**src/rtl/cot_pkg.sv**
```systemverilog
`timescale 1ns / 1ps
`default_nettype none

package cot_pkg;

   // field widths
   localparam int COORD_W  = 16;
   localparam int SLOT_W   = 6;
   localparam int SIZE_W   = 12;
   localparam int RANGE_W  = 16;
   localparam int KIND_W   = 3;
   localparam int CSR_IDX_W  = 3;
   localparam int CSR_DATA_W = 16;

   // request word layout, lowest bit first
   localparam int REQ_DATA_W  = 112;
   localparam int RSP_DATA_W  = 8;

   localparam int MAX_OBJECTS_DEF = 64;
   localparam int SLOT_SPAN       = 2 ** SLOT_W;

   localparam logic [RANGE_W-1:0] RANGE_LIMIT_RESET = 16'd2400;

   // register indexes
   typedef enum logic [CSR_IDX_W-1:0] {
      CSR_SELF_ACTIVE     = 3'd0,
      CSR_SELF_IS_BOX     = 3'd1,
      CSR_SELF_IS_TRIGGER = 3'd2,
      CSR_SELF_RADIUS     = 3'd3,
      CSR_SELF_HALF_W     = 3'd4,
      CSR_SELF_HALF_H     = 3'd5,
      CSR_RANGE_LIMIT     = 3'd6
   } csr_index_type;

   // event codes
   typedef enum logic [KIND_W-1:0] {
      KIND_COLLIDE_ENTER = 3'd0,
      KIND_COLLIDE_STAY  = 3'd1,
      KIND_COLLIDE_EXIT  = 3'd2,
      KIND_TRIGGER_ENTER = 3'd3,
      KIND_TRIGGER_STAY  = 3'd4,
      KIND_TRIGGER_EXIT  = 3'd5
   } event_kind_type;

endpackage

`default_nettype wire

```
**src/rtl/collision_overlap_tracker_top.sv**
```systemverilog
`timescale 1ns / 1ps
`default_nettype none

// a taken request word's result reaches rsp through the stage 1, 2, 3 and output registers
// throughput: one request word per cycle unless rsp stalls or the clearing pass runs, set
// by the read-modify-write of the overlap bitmap memory (a bypass register covers
// back-to-back words on one slot); reset: synchronous, then the bitmap is cleared one
// entry a cycle over min(MAX_OBJECTS, 64) entries with req_tready low; csr writes as ever
module collision_overlap_tracker_top #(
   parameter int MAX_OBJECTS = cot_pkg::MAX_OBJECTS_DEF
) (
   input  wire logic                            clock,
   input  wire logic                            reset,
   // self_x, self_y, other_slot, other_x, other_y, other_has_collider, other_active,
   // other_is_box, other_is_trigger, other_radius, other_half_w, other_half_h, zero pad
   input  wire logic [cot_pkg::REQ_DATA_W-1:0]  req_tdata,
   input  wire logic                            req_tvalid,
   output logic                                 req_tready,
   // event_slot, zero pad
   output logic      [cot_pkg::RSP_DATA_W-1:0]  rsp_tdata,
   // event_kind
   output logic      [cot_pkg::KIND_W-1:0]      rsp_tuser,
   output logic                                 rsp_tvalid,
   input  wire logic                            rsp_tready,
   input  wire logic                            csr_we,
   input  wire logic [cot_pkg::CSR_IDX_W-1:0]   csr_index,
   input  wire logic [cot_pkg::CSR_DATA_W-1:0]  csr_wdata
);

   import cot_pkg::*;

   localparam int DEPTH = (MAX_OBJECTS < SLOT_SPAN) ? MAX_OBJECTS : SLOT_SPAN;
   localparam int AW    = $clog2(DEPTH);

   // configuration registers
   logic               self_active_ff;
   logic               self_is_box_ff;
   logic               self_is_trigger_ff;
   logic [SIZE_W-1:0]  self_radius_ff;
   logic [SIZE_W-1:0]  self_half_w_ff;
   logic [SIZE_W-1:0]  self_half_h_ff;
   logic [RANGE_W-1:0] range_limit_ff;

   always_ff @(posedge clock) begin
      if (reset) begin
         self_active_ff     <= 1'b1;
         self_is_box_ff     <= 1'b0;
         self_is_trigger_ff <= 1'b0;
         self_radius_ff     <= '0;
         self_half_w_ff     <= '0;
         self_half_h_ff     <= '0;
         range_limit_ff     <= RANGE_LIMIT_RESET;
      end else if (csr_we) begin
         case (csr_index_type'(csr_index))
            CSR_SELF_ACTIVE:     self_active_ff     <= csr_wdata[0];
            CSR_SELF_IS_BOX:     self_is_box_ff     <= csr_wdata[0];
            CSR_SELF_IS_TRIGGER: self_is_trigger_ff <= csr_wdata[0];
            CSR_SELF_RADIUS:     self_radius_ff     <= csr_wdata[SIZE_W-1:0];
            CSR_SELF_HALF_W:     self_half_w_ff     <= csr_wdata[SIZE_W-1:0];
            CSR_SELF_HALF_H:     self_half_h_ff     <= csr_wdata[SIZE_W-1:0];
            CSR_RANGE_LIMIT:     range_limit_ff     <= csr_wdata[RANGE_W-1:0];
            default: ;
         endcase
      end
   end

   // request word fields
   logic signed [COORD_W-1:0] in_self_x, in_self_y, in_other_x, in_other_y;
   logic [SLOT_W-1:0]         in_slot;
   logic                      in_has, in_act, in_box, in_trig;
   logic [SIZE_W-1:0]         in_r, in_hw, in_hh;

   assign in_self_x  = req_tdata[15:0];
   assign in_self_y  = req_tdata[31:16];
   assign in_slot    = req_tdata[37:32];
   assign in_other_x = req_tdata[53:38];
   assign in_other_y = req_tdata[69:54];
   assign in_has     = req_tdata[70];
   assign in_act     = req_tdata[71];
   assign in_box     = req_tdata[72];
   assign in_trig    = req_tdata[73];
   assign in_r       = req_tdata[85:74];
   assign in_hw      = req_tdata[97:86];
   assign in_hh      = req_tdata[109:98];

   // pipeline advance and clearing pass
   logic          adv;
   logic          clear_ff;
   logic [AW-1:0] clr_addr_ff;
   logic          accept;

   assign adv        = !rsp_tvalid || rsp_tready;
   assign req_tready = adv && !clear_ff;
   assign accept     = req_tvalid && req_tready;

   always_ff @(posedge clock) begin
      if (reset) begin
         clear_ff    <= 1'b1;
         clr_addr_ff <= '0;
      end else if (clear_ff) begin
         clr_addr_ff <= clr_addr_ff + 1'b1;
         if (clr_addr_ff == AW'(DEPTH - 1)) begin
            clear_ff <= 1'b0;
         end
      end
   end

   // stage 1: center differences and the early skip rules
   logic                      v1_ff;
   logic signed [COORD_W:0]   dx1_ff, dy1_ff;
   logic [SLOT_W-1:0]         slot1_ff;
   logic                      pass1_ff, obox1_ff;
   logic [SIZE_W-1:0]         or1_ff, ohw1_ff, ohh1_ff;
   logic signed [COORD_W:0]   dx1_in, dy1_in;
   logic                      pass1_in;

   assign dx1_in   = {in_self_x[COORD_W-1], in_self_x} - {in_other_x[COORD_W-1], in_other_x};
   assign dy1_in   = {in_self_y[COORD_W-1], in_self_y} - {in_other_y[COORD_W-1], in_other_y};
   assign pass1_in = self_active_ff && in_has && in_act
                     && !(self_is_trigger_ff && in_trig)
                     && (32'(in_slot) < MAX_OBJECTS);

   always_ff @(posedge clock) begin
      if (reset) begin
         v1_ff <= 1'b0;
      end else if (adv) begin
         v1_ff <= accept;
      end
   end

   always_ff @(posedge clock) begin
      if (adv) begin
         dx1_ff   <= dx1_in;
         dy1_ff   <= dy1_in;
         slot1_ff <= in_slot;
         pass1_ff <= pass1_in;
         obox1_ff <= in_box;
         or1_ff   <= in_r;
         ohw1_ff  <= in_hw;
         ohh1_ff  <= in_hh;
      end
   end

   // stage 2: box intervals, clamped offsets and radius sums
   logic signed [COORD_W+1:0] dx1_s, dy1_s, hbx_s, hby_s, hwb_s, hhb_s;
   logic [SIZE_W-1:0]         hw_box, hh_box, r_circ;
   logic [SIZE_W:0]           hx_sum, hy_sum, rs2_in;
   logic signed [COORD_W+1:0] cdx2_in, cdy2_in;
   logic                      boxhit2_in;

   assign hw_box = self_is_box_ff ? self_half_w_ff : ohw1_ff;
   assign hh_box = self_is_box_ff ? self_half_h_ff : ohh1_ff;
   assign r_circ = self_is_box_ff ? or1_ff : self_radius_ff;
   assign hx_sum = {1'b0, self_half_w_ff} + {1'b0, ohw1_ff};
   assign hy_sum = {1'b0, self_half_h_ff} + {1'b0, ohh1_ff};
   assign rs2_in = {1'b0, self_radius_ff} + {1'b0, or1_ff};

   assign dx1_s = {dx1_ff[COORD_W], dx1_ff};
   assign dy1_s = {dy1_ff[COORD_W], dy1_ff};
   assign hbx_s = $signed({5'd0, hx_sum});
   assign hby_s = $signed({5'd0, hy_sum});
   assign hwb_s = $signed({6'd0, hw_box});
   assign hhb_s = $signed({6'd0, hh_box});

   // strict overlap on both axes
   assign boxhit2_in = (dx1_s < hbx_s) && (dx1_s > -hbx_s)
                       && (dy1_s < hby_s) && (dy1_s > -hby_s);

   // offset from the circle center to the nearest box point, per axis
   always_comb begin
      if (dx1_s < -hwb_s) begin
         cdx2_in = dx1_s + hwb_s;
      end else if (dx1_s > hwb_s) begin
         cdx2_in = dx1_s - hwb_s;
      end else begin
         cdx2_in = '0;
      end
      if (dy1_s < -hhb_s) begin
         cdy2_in = dy1_s + hhb_s;
      end else if (dy1_s > hhb_s) begin
         cdy2_in = dy1_s - hhb_s;
      end else begin
         cdy2_in = '0;
      end
   end

   logic                      v2_ff;
   logic signed [COORD_W:0]   dx2_ff, dy2_ff;
   logic signed [COORD_W+1:0] cdx2_ff, cdy2_ff;
   logic [SIZE_W:0]           rs2_ff;
   logic [SIZE_W-1:0]         rc2_ff;
   logic                      boxhit2_ff, pass2_ff, obox2_ff;
   logic [SLOT_W-1:0]         slot2_ff;

   always_ff @(posedge clock) begin
      if (reset) begin
         v2_ff <= 1'b0;
      end else if (adv) begin
         v2_ff <= v1_ff;
      end
   end

   always_ff @(posedge clock) begin
      if (adv) begin
         dx2_ff     <= dx1_ff;
         dy2_ff     <= dy1_ff;
         cdx2_ff    <= cdx2_in;
         cdy2_ff    <= cdy2_in;
         rs2_ff     <= rs2_in;
         rc2_ff     <= r_circ;
         boxhit2_ff <= boxhit2_in;
         pass2_ff   <= pass1_ff;
         obox2_ff   <= obox1_ff;
         slot2_ff   <= slot1_ff;
      end
   end

   // stage 3: squares
   logic signed [2*COORD_W+1:0] dxsq_in, dysq_in;
   logic signed [2*COORD_W+3:0] cdxsq_in, cdysq_in;

   assign dxsq_in  = dx2_ff * dx2_ff;
   assign dysq_in  = dy2_ff * dy2_ff;
   assign cdxsq_in = cdx2_ff * cdx2_ff;
   assign cdysq_in = cdy2_ff * cdy2_ff;

   logic                   v3_ff;
   logic [2*COORD_W-1:0]   dxsq3_ff, dysq3_ff, cdxsq3_ff, cdysq3_ff;
   logic [2*SIZE_W+1:0]    rssq3_ff;
   logic [2*SIZE_W-1:0]    rcsq3_ff;
   logic [2*RANGE_W-1:0]   limsq3_ff;
   logic                   boxhit3_ff, pass3_ff, obox3_ff;
   logic [SLOT_W-1:0]      slot3_ff;

   always_ff @(posedge clock) begin
      if (reset) begin
         v3_ff <= 1'b0;
      end else if (adv) begin
         v3_ff <= v2_ff;
      end
   end

   // every square is below 2^32, so the low 32 bits hold it exactly
   always_ff @(posedge clock) begin
      if (adv) begin
         dxsq3_ff   <= dxsq_in[2*COORD_W-1:0];
         dysq3_ff   <= dysq_in[2*COORD_W-1:0];
         cdxsq3_ff  <= cdxsq_in[2*COORD_W-1:0];
         cdysq3_ff  <= cdysq_in[2*COORD_W-1:0];
         rssq3_ff   <= rs2_ff * rs2_ff;
         rcsq3_ff   <= rc2_ff * rc2_ff;
         limsq3_ff  <= range_limit_ff * range_limit_ff;
         boxhit3_ff <= boxhit2_ff;
         pass3_ff   <= pass2_ff;
         obox3_ff   <= obox2_ff;
         slot3_ff   <= slot2_ff;
      end
   end

   // overlap bitmap: read as the word enters stage 3, written as it leaves
   logic          ram_we;
   logic [AW-1:0] ram_waddr;
   logic [0:0]    ram_wdata;
   logic [0:0]    ram_rdata;

   logic          fwd_valid_ff;
   logic [AW-1:0] fwd_addr_ff;
   logic          fwd_bit_ff;

   logic [2*COORD_W:0] dist_sq, clamp_sq;
   logic               far3, hit3, was3, go3;

   assign dist_sq  = {1'b0, dxsq3_ff} + {1'b0, dysq3_ff};
   assign clamp_sq = {1'b0, cdxsq3_ff} + {1'b0, cdysq3_ff};
   assign far3     = dist_sq > {1'b0, limsq3_ff};
   assign go3      = v3_ff && pass3_ff && !far3;

   // pick the test by the two shapes
   always_comb begin
      if (self_is_box_ff && obox3_ff) begin
         hit3 = boxhit3_ff;
      end else if (!self_is_box_ff && !obox3_ff) begin
         hit3 = dist_sq < (2*COORD_W+1)'(rssq3_ff);
      end else begin
         hit3 = clamp_sq <= (2*COORD_W+1)'(rcsq3_ff);
      end
   end

   // bypass the write that landed on the same edge as this read
   assign was3 = (fwd_valid_ff && fwd_addr_ff == slot3_ff[AW-1:0]) ? fwd_bit_ff
                                                                     : ram_rdata[0];

   assign ram_we    = clear_ff || (adv && go3);
   assign ram_waddr = clear_ff ? clr_addr_ff : slot3_ff[AW-1:0];
   assign ram_wdata = clear_ff ? 1'b0 : hit3;

   always_ff @(posedge clock) begin
      if (reset) begin
         fwd_valid_ff <= 1'b0;
      end else if (adv) begin
         fwd_valid_ff <= go3;
      end
   end

   always_ff @(posedge clock) begin
      if (adv) begin
         fwd_addr_ff <= slot3_ff[AW-1:0];
         fwd_bit_ff  <= hit3;
      end
   end

   cot_ram #(
      .WIDTH(1),
      .DEPTH(DEPTH)
   ) u_overlap_map (
      .clock  (clock),
      .wr_en  (ram_we),
      .wr_addr(ram_waddr),
      .wr_data(ram_wdata),
      .rd_en  (adv),
      .rd_addr(slot2_ff[AW-1:0]),
      .rd_data(ram_rdata)
   );

   // event decision
   logic           evt_in;
   event_kind_type kind_in;

   always_comb begin
      evt_in  = 1'b0;
      kind_in = KIND_COLLIDE_ENTER;
      if (go3) begin
         if (was3 && hit3) begin
            evt_in  = 1'b1;
            kind_in = self_is_trigger_ff ? KIND_TRIGGER_STAY : KIND_COLLIDE_STAY;
         end else if (was3) begin
            evt_in  = 1'b1;
            kind_in = self_is_trigger_ff ? KIND_TRIGGER_EXIT : KIND_COLLIDE_EXIT;
         end else if (hit3) begin
            evt_in  = 1'b1;
            kind_in = self_is_trigger_ff ? KIND_TRIGGER_ENTER : KIND_COLLIDE_ENTER;
         end
      end
   end

   // output register
   logic [SLOT_W-1:0] rsp_slot_ff;
   logic [KIND_W-1:0] rsp_kind_ff;

   always_ff @(posedge clock) begin
      if (reset) begin
         rsp_tvalid <= 1'b0;
      end else if (adv) begin
         rsp_tvalid <= evt_in;
      end
   end

   always_ff @(posedge clock) begin
      if (adv && evt_in) begin
         rsp_slot_ff <= slot3_ff;
         rsp_kind_ff <= kind_in;
      end
   end

   assign rsp_tdata = {(RSP_DATA_W - SLOT_W)'(0), rsp_slot_ff};
   assign rsp_tuser = rsp_kind_ff;

endmodule

`default_nettype wire

```
**src/rtl/cot_ram.sv**
```systemverilog
`timescale 1ns / 1ps
`default_nettype none

module cot_ram #(
   parameter int WIDTH = 1,
   parameter int DEPTH = 64
) (
   input  wire logic                     clock,
   input  wire logic                     wr_en,
   input  wire logic [$clog2(DEPTH)-1:0] wr_addr,
   input  wire logic [WIDTH-1:0]         wr_data,
   input  wire logic                     rd_en,
   input  wire logic [$clog2(DEPTH)-1:0] rd_addr,
   output logic      [WIDTH-1:0]         rd_data
);

   logic [WIDTH-1:0] mem_ff [DEPTH];

   // single write port, registered read port
   always_ff @(posedge clock) begin
      if (wr_en) begin
         mem_ff[wr_addr] <= wr_data;
      end
      if (rd_en) begin
         rd_data <= mem_ff[rd_addr];
      end
   end

endmodule

`default_nettype wire
```
**config.mk**
```make
export PLATFORM = sky130hd
export DESIGN_NAME = collision_overlap_tracker_top
export DESIGN_NICKNAME = d
export VERILOG_FILES = /design/src/rtl/cot_pkg.sv /design/src/rtl/collision_overlap_tracker_top.sv /design/src/rtl/cot_ram.sv
export SDC_FILE = /design/constraint.sdc
export NUM_CORES = 2
export LEC_CHECK = 0
export BUFFER_PORTS_ARGS = -buffer_cell sky130_fd_sc_hd__buf_2
export CAP_MARGIN = 0
export CORE_MARGIN = 2
export CORE_UTILIZATION = 59
export CTS_CLUSTER_DIAMETER = 60
export CTS_CLUSTER_SIZE = 25
export DETAILED_ROUTE_END_ITERATION = 6
export GPL_ROUTABILITY_DRIVEN = 0
export PLACE_DENSITY = 0.89
export SYNTH_ARGS = -nofsm -noshare
export SYNTH_HDL_FRONTEND = slang
export SYNTH_HIERARCHICAL = 1
export SYNTH_SLANG_ARGS = --single-unit
```
**constraint.sdc**
```tcl
create_clock -name clock -period 10.55 [get_ports clock]
set_clock_uncertainty 0.2 [all_clocks]
set_input_delay 0.5275 -clock clock [delete_from_list [all_inputs] [get_ports clock]]
set_output_delay 0.5275 -clock clock [all_outputs]
set_load 0.01 [all_outputs]
```
# After elaboration in Yosys (flattened, before gate mapping)
# Memories as Yosys holds them, arrays and structs flattened. A register that Yosys moved wholly into a read port is not among the register bits.
# Index checks and enable logic that the tools add are counted.
# word_totals
reg_bits,484
mem_bits_rw,64
input_bits,136
n_memories,1
# memory_table
name,depth,word_bits,read_ports,rd_clocked_by_memory_dff,wr,line_no,rtl
u_overlap_map.mem_ff,64,1,1,1,1,cot_ram.sv:17,logic [WIDTH-1:0] mem_ff [DEPTH];
# classes
n_addsub,16
mul,7
n_lt_le_gt_ge,11
eq_ne,8
muxes,26
reduce_logical,33
# op_table
op,n
two-way mux 18 bit,4
adder 32 x 32 -> 33 bit,2
multiplier 17 x 17 -> 32 bit,2
multiplier 18 x 18 -> 32 bit,2
adder 12 x 12 -> 13 bit,3
adder 17 x 13 -> 18 bit,2
greater-than comparator 17 x 18 -> 1 bit,2
less-than comparator 17 x 18 -> 1 bit,2
two-way mux 12 bit,3
negator 12 -> 18 bit,2
negator 13 -> 18 bit,2
subtractor 17 x 13 -> 18 bit,2
greater-than comparator 17 x 13 -> 1 bit,2
less-than comparator 17 x 14 -> 1 bit,2
subtractor 16 x 16 -> 17 bit,2
greater-than comparator 33 x 32 -> 1 bit,1
less-or-equal comparator 33 x 24 -> 1 bit,1
less-than comparator 33 x 26 -> 1 bit,1
multiplier 16 x 16 -> 32 bit,1
multiplier 13 x 13 -> 26 bit,1
multiplier 12 x 12 -> 24 bit,1
logical AND 1 bit,17
AND reduction 2 bit,7
two-way mux 1 bit,12
other kinds (12),25

# Longest topological paths before layout
# depth
word_depth,9
ltp_mapped,28
ltp_nobuf,26

# By module
# The synthesis kept the hierarchy.
# modules_own_cells
mod,instances,cells_per_inst,area_per_inst_um2
collision_overlap_tracker_top,1,8574,82255.1
cot_ram,1,204,2924.1

# Least setup slack after synthesis
# No wires, ideal clock.
# synth_path
path_kind,input -> register
start,input port rsp_tready
end,memory u_overlap_map.mem_ff[27] (enable)
setup_time_ns,0.302
arrival_time_ns,10.002
t_required_ns,10.048
setup_slack_ns,0.047
path_stages,8
path_cell_list,nor2b_1 -> clkbuf_1 -> inv_1 -> nand2b_1 -> nand2b_1 -> nor2b_1 -> nand3_1 -> nor2_1
# synth_between
elab_chain_cells,5
# synth_rtl
item,line_no,rtl
from (decl),collision_overlap_tracker_top.sv:24,"input wire logic rsp_tready,"
logical OR 1 bit,collision_overlap_tracker_top.sv:92,assign adv = !rsp_tvalid || rsp_tready;
named net adv,collision_overlap_tracker_top.sv:87,logic adv;
logical AND 1 bit,collision_overlap_tracker_top.sv:293,assign ram_we = clear_ff || (adv && go3);
logical OR 1 bit,collision_overlap_tracker_top.sv:293,
named net ram_we,collision_overlap_tracker_top.sv:261,logic ram_we;
two-way mux 1 bit,cot_ram.sv:21,if (wr_en) begin
two-way mux 1 bit (not written as such),cot_ram.sv:22,mem_ff[wr_addr] <= wr_data;
to (decl),cot_ram.sv:17,
# The timed path passes the listed nets, and every way through them passes these cells.

# Worst setup path after layout
# layout_path
start,register cdy2_ff[9]
end,"register cdysq3_ff[31], data pin"
# layout_between
elab_chain_cells,1
# layout_rtl
item,line_no,rtl
from (decl),collision_overlap_tracker_top.sv:189,"logic signed [COORD_W+1:0] cdx2_ff, cdy2_ff;"
from (signal assigned),collision_overlap_tracker_top.sv:208,cdy2_ff <= cdy2_in;
multiplier 18 x 18 -> 32 bit,collision_overlap_tracker_top.sv:225,assign cdysq_in = cdy2_ff * cdy2_ff;
named net cdysq_in[31],collision_overlap_tracker_top.sv:220,"logic signed [2*COORD_W+3:0] cdxsq_in, cdysq_in;"
to (signal assigned),collision_overlap_tracker_top.sv:249,cdysq3_ff <= cdysq_in[2*COORD_W-1:0];
to (decl),collision_overlap_tracker_top.sv:228,"logic [2*COORD_W-1:0] dxsq3_ff, dysq3_ff, cdxsq3_ff, cdysq3_ff;"
# The timed path passes the listed nets, and every way through them passes these cells.
# A chain may end at the register's enable or synchronous reset.

==> metrics.txt <==
status=finished with violations; failing checks=design-rule violations; PostCTS Resize Cnt=0; Setup violations, final=0; post-synthesis instance area=0.0852 mm2; synthesized flop and latch total=542; # IOs=149; required time worst endpoint=10750 ps; core area=0.143 mm2; nets@finish=11309; fin util=62.9%; vias in the first global route=69725; CTS Buf Count=56; critical path class=register to register; post-synth top area cell=fa_1; Slew HR=16.4%; Via Count=62816; H-tree levels=2; row cnt=139; critical path peak fanout=16; Fin. Hold Viols=0; DP Wirelength=165000 um; max-cap violation count=0; port bufs=144; area delta synth->final=6.00%; CP Capture Type=register; Tot GR Track Use=29.6%; Cell variety after synth=98; Worst Reg-to-Reg Cells=23; worst skew pair latency=730 ps; synth warn=6; CTS root buffer=clkbuf_16; Max Clock Freq=121 MHz; Tmin final=8230 ps; Hold Crit Class=primary input to register; fill count=10222; Top FF cell, synth=edfxtp_1; Synth async-reset ratio=0%; share of cells above drive strength 1=4.12%; Tcrit/Tclk final=78.0%; initial DRC count=5347; clock sink total=542; clock-pin slew on the worst setup and hold paths=80 ps; max-slew violations=0; Synth top area share=32.8%; Remaining Overflow, GRT=0; Starting Density=59.4%; die height=384 um; cells after synthesis=8778; DRC Markers=11; TritonRoute pass-1 iters=7; crit start category=register; number of flops mapped to enable cells by yosys=475; Final ANT Viol Nets=0; WL final=212000 um; Worst Hold Depth=3; first-pass GRT wire length=346000 um; pin count of the biggest net entering global routing=194; synthesized area per cell=9.70 um2; Seq/Total Area, Yosys=18.3%; initial antenna violation count=11; DR WL/cell=19.7 um; RSZ-0062 raised after global routing=false; Slew @ Worst Pin=1240 ps; CTS max path bufs=3; setup TNS=0 ps; crit path DAT=8430 ps; Synth area leaders=fa_1, edfxtp_1, ha_1; Avg Vias per Cell=5.82; CTS tree=yes; die area=0.147 mm2; Die W=384 um
synthesized netlist by cell type (all sizes together) (12+ instances only):
cell type / n
a211oi: 31
mux2: 23
clkbuf: 203
o21a: 66
nor3: 90
a21oi: 335
nor2: 424
dfxtp: 67
xnor2: 316
nand2b: 72
and2: 343
or2: 24
o211ai: 12
o21bai: 40
o21ai: 155
or3: 31
a31o: 12
fa: 1395
mux4: 17
nor2b: 79
edfxtp: 475
nand2: 743
a31oi: 34
mux2i: 34
ha: 944
nor4: 25
nand4: 46
xor2: 94
nand3: 87
inv: 2148
a21o: 143
and3: 42
a21boi: 29
a221oi: 16
cells in the final DEF (no fill, tap or decap), types with 42 or more instances in the layout:
| cell type | netlist | layout |
|---|---|---|
| a21o_1 | 142 | 142 |
| a21oi_1 | 332 | 332 |
| and2_1 | 343 | 343 |
| and3_1 | 42 | 42 |
| buf_2 | 5 | 144 |
| clkbuf_16 | 0 | 57 |
| dfxtp_1 | 67 | 66 |
| dlygate4sd3_1 | 0 | 52 |
| edfxtp_1 | 475 | 475 |
| fa_1 | 1395 | 1395 |
| ha_1 | 944 | 944 |
| inv_1 | 2148 | 2147 |
| nand2_1 | 743 | 743 |
| nand2b_1 | 72 | 72 |
| nand3_1 | 87 | 87 |
| nand4_1 | 46 | 46 |
| nor2_1 | 424 | 424 |
| nor2b_1 | 79 | 78 |
| nor3_1 | 89 | 89 |
| o21a_1 | 66 | 66 |
| o21ai_0 | 148 | 148 |
| xnor2_1 | 316 | 316 |
| xor2_1 | 94 | 94 |
layer usage:
metal | vias to the layer above | GRT usage (%) | wire (um)
met2 | 3219 | 50.0 | 103000
met3 | 924 | 6.82 | 20900
met4 | 16 | 17.6 | 14100
met1 | 31041 | 34.3 | 74000
met5 | - | 0 | 106
li1 | 27616 | - | -
critical path, stage by stage, from the launching register on:
cell and delay [ps]:
edfxtp_1 890, inv_1 390, nor2_1 340, fa_1 490, fa_1 550, inv_1 60, fa_1 490, fa_1 550
inv_1 50, fa_1 470, inv_1 50, fa_1 470, inv_1 40, ha_1 330, a21o_1 170, a21o_1 170
a21oi_1 200, o22ai_1 160, o311ai_1 520, a211oi_1 230, or4_1 600, a31o_2 260, a21oi_1 170, xnor2_1 90
cell type report:
class | instances | area [um2] | area share, %
Antenna cell | 3 | 7.51 | 0.00831
Clock inverter | 47 | 723 | 0.801
Sequential cell | 542 | 15600 | 17.3
Tap cell | 1903 | 2380 | 2.64
Inverter | 2148 | 8070 | 8.94
Clock buffer | 59 | 1430 | 1.59
Multi-Input combinational cell | 5875 | 60700 | 67.2
Timing Repair Buffer | 211 | 1370 | 1.51
path summary, 6_finish.rpt:
path / from / end / slack (ps)
setup reg to reg: cdy2_ff[9]$_DFFE_PN_ / cdysq3_ff[31]$_DFFE_PN_ / 2320
setup / recovery: cdy2_ff[9]$_DFFE_PN_ / cdysq3_ff[31]$_DFFE_PN_ / 2320
hold / removal: req_tdata[54] / dy1_ff[0]$_DFFE_PN_ / 40
hold reg to reg: slot1_ff[4]$_DFFE_PN_ / slot2_ff[4]$_DFFE_PN_ / 230
kinds of logic after synthesis:
group | Yosys count | synth area share [%]
buffers and inverters | 2362 | 10.4
adder cells (fa/ha/maj) | 2339 | 46.7
AND/OR/NAND/NOR | 2041 | 11.4
AO/OA/AOI/OAI | 1009 | 7.79
flip-flops | 542 | 18.3
XOR/XNOR | 410 | 4.22
multiplexers | 74 | 1.18
other | 1 | 0.00440
per-stage QoR:
stage	hold WS [ps]	cell area, um2	setup WS (ps)	std cells
after global routing	25.8	90300	2030	10786
after CTS	0.614	90300	2460	10785
after floorplan	200	85200	46.6	8779
after detailed placement	205	87600	2550	10627
final	42.8	90300	2320	10788
after global placement	202	87600	2610	10627
flip-flops by register name, indices dropped and copies added, names as in the netlist, 13 cells and up:
signal	flops
cdysq3_ff	31
cdy2_ff	18
u_overlap_map/mem_ff	64
dx1_ff	17
dysq3_ff	31
range_limit_ff	16
limsq3_ff	31
dy1_ff	17
cdxsq3_ff	31
dxsq3_ff	31
rcsq3_ff	23
cdx2_ff	18
rs2_ff	13
rssq3_ff	25
dx2_ff	17
dy2_ff	17
timing repair:
| item | CTS | global route |
|---|---|---|
| setup buffers | 0 | 0 |
| endpoints found under the setup margin | 0 | 0 |
| hold buffers | 52 | 0 |
| hold endpoints to repair | 51 | 0 |
Power is not shown: default switching activity piles up to over one toggle a cycle in this logic, so the estimate is an artifact.
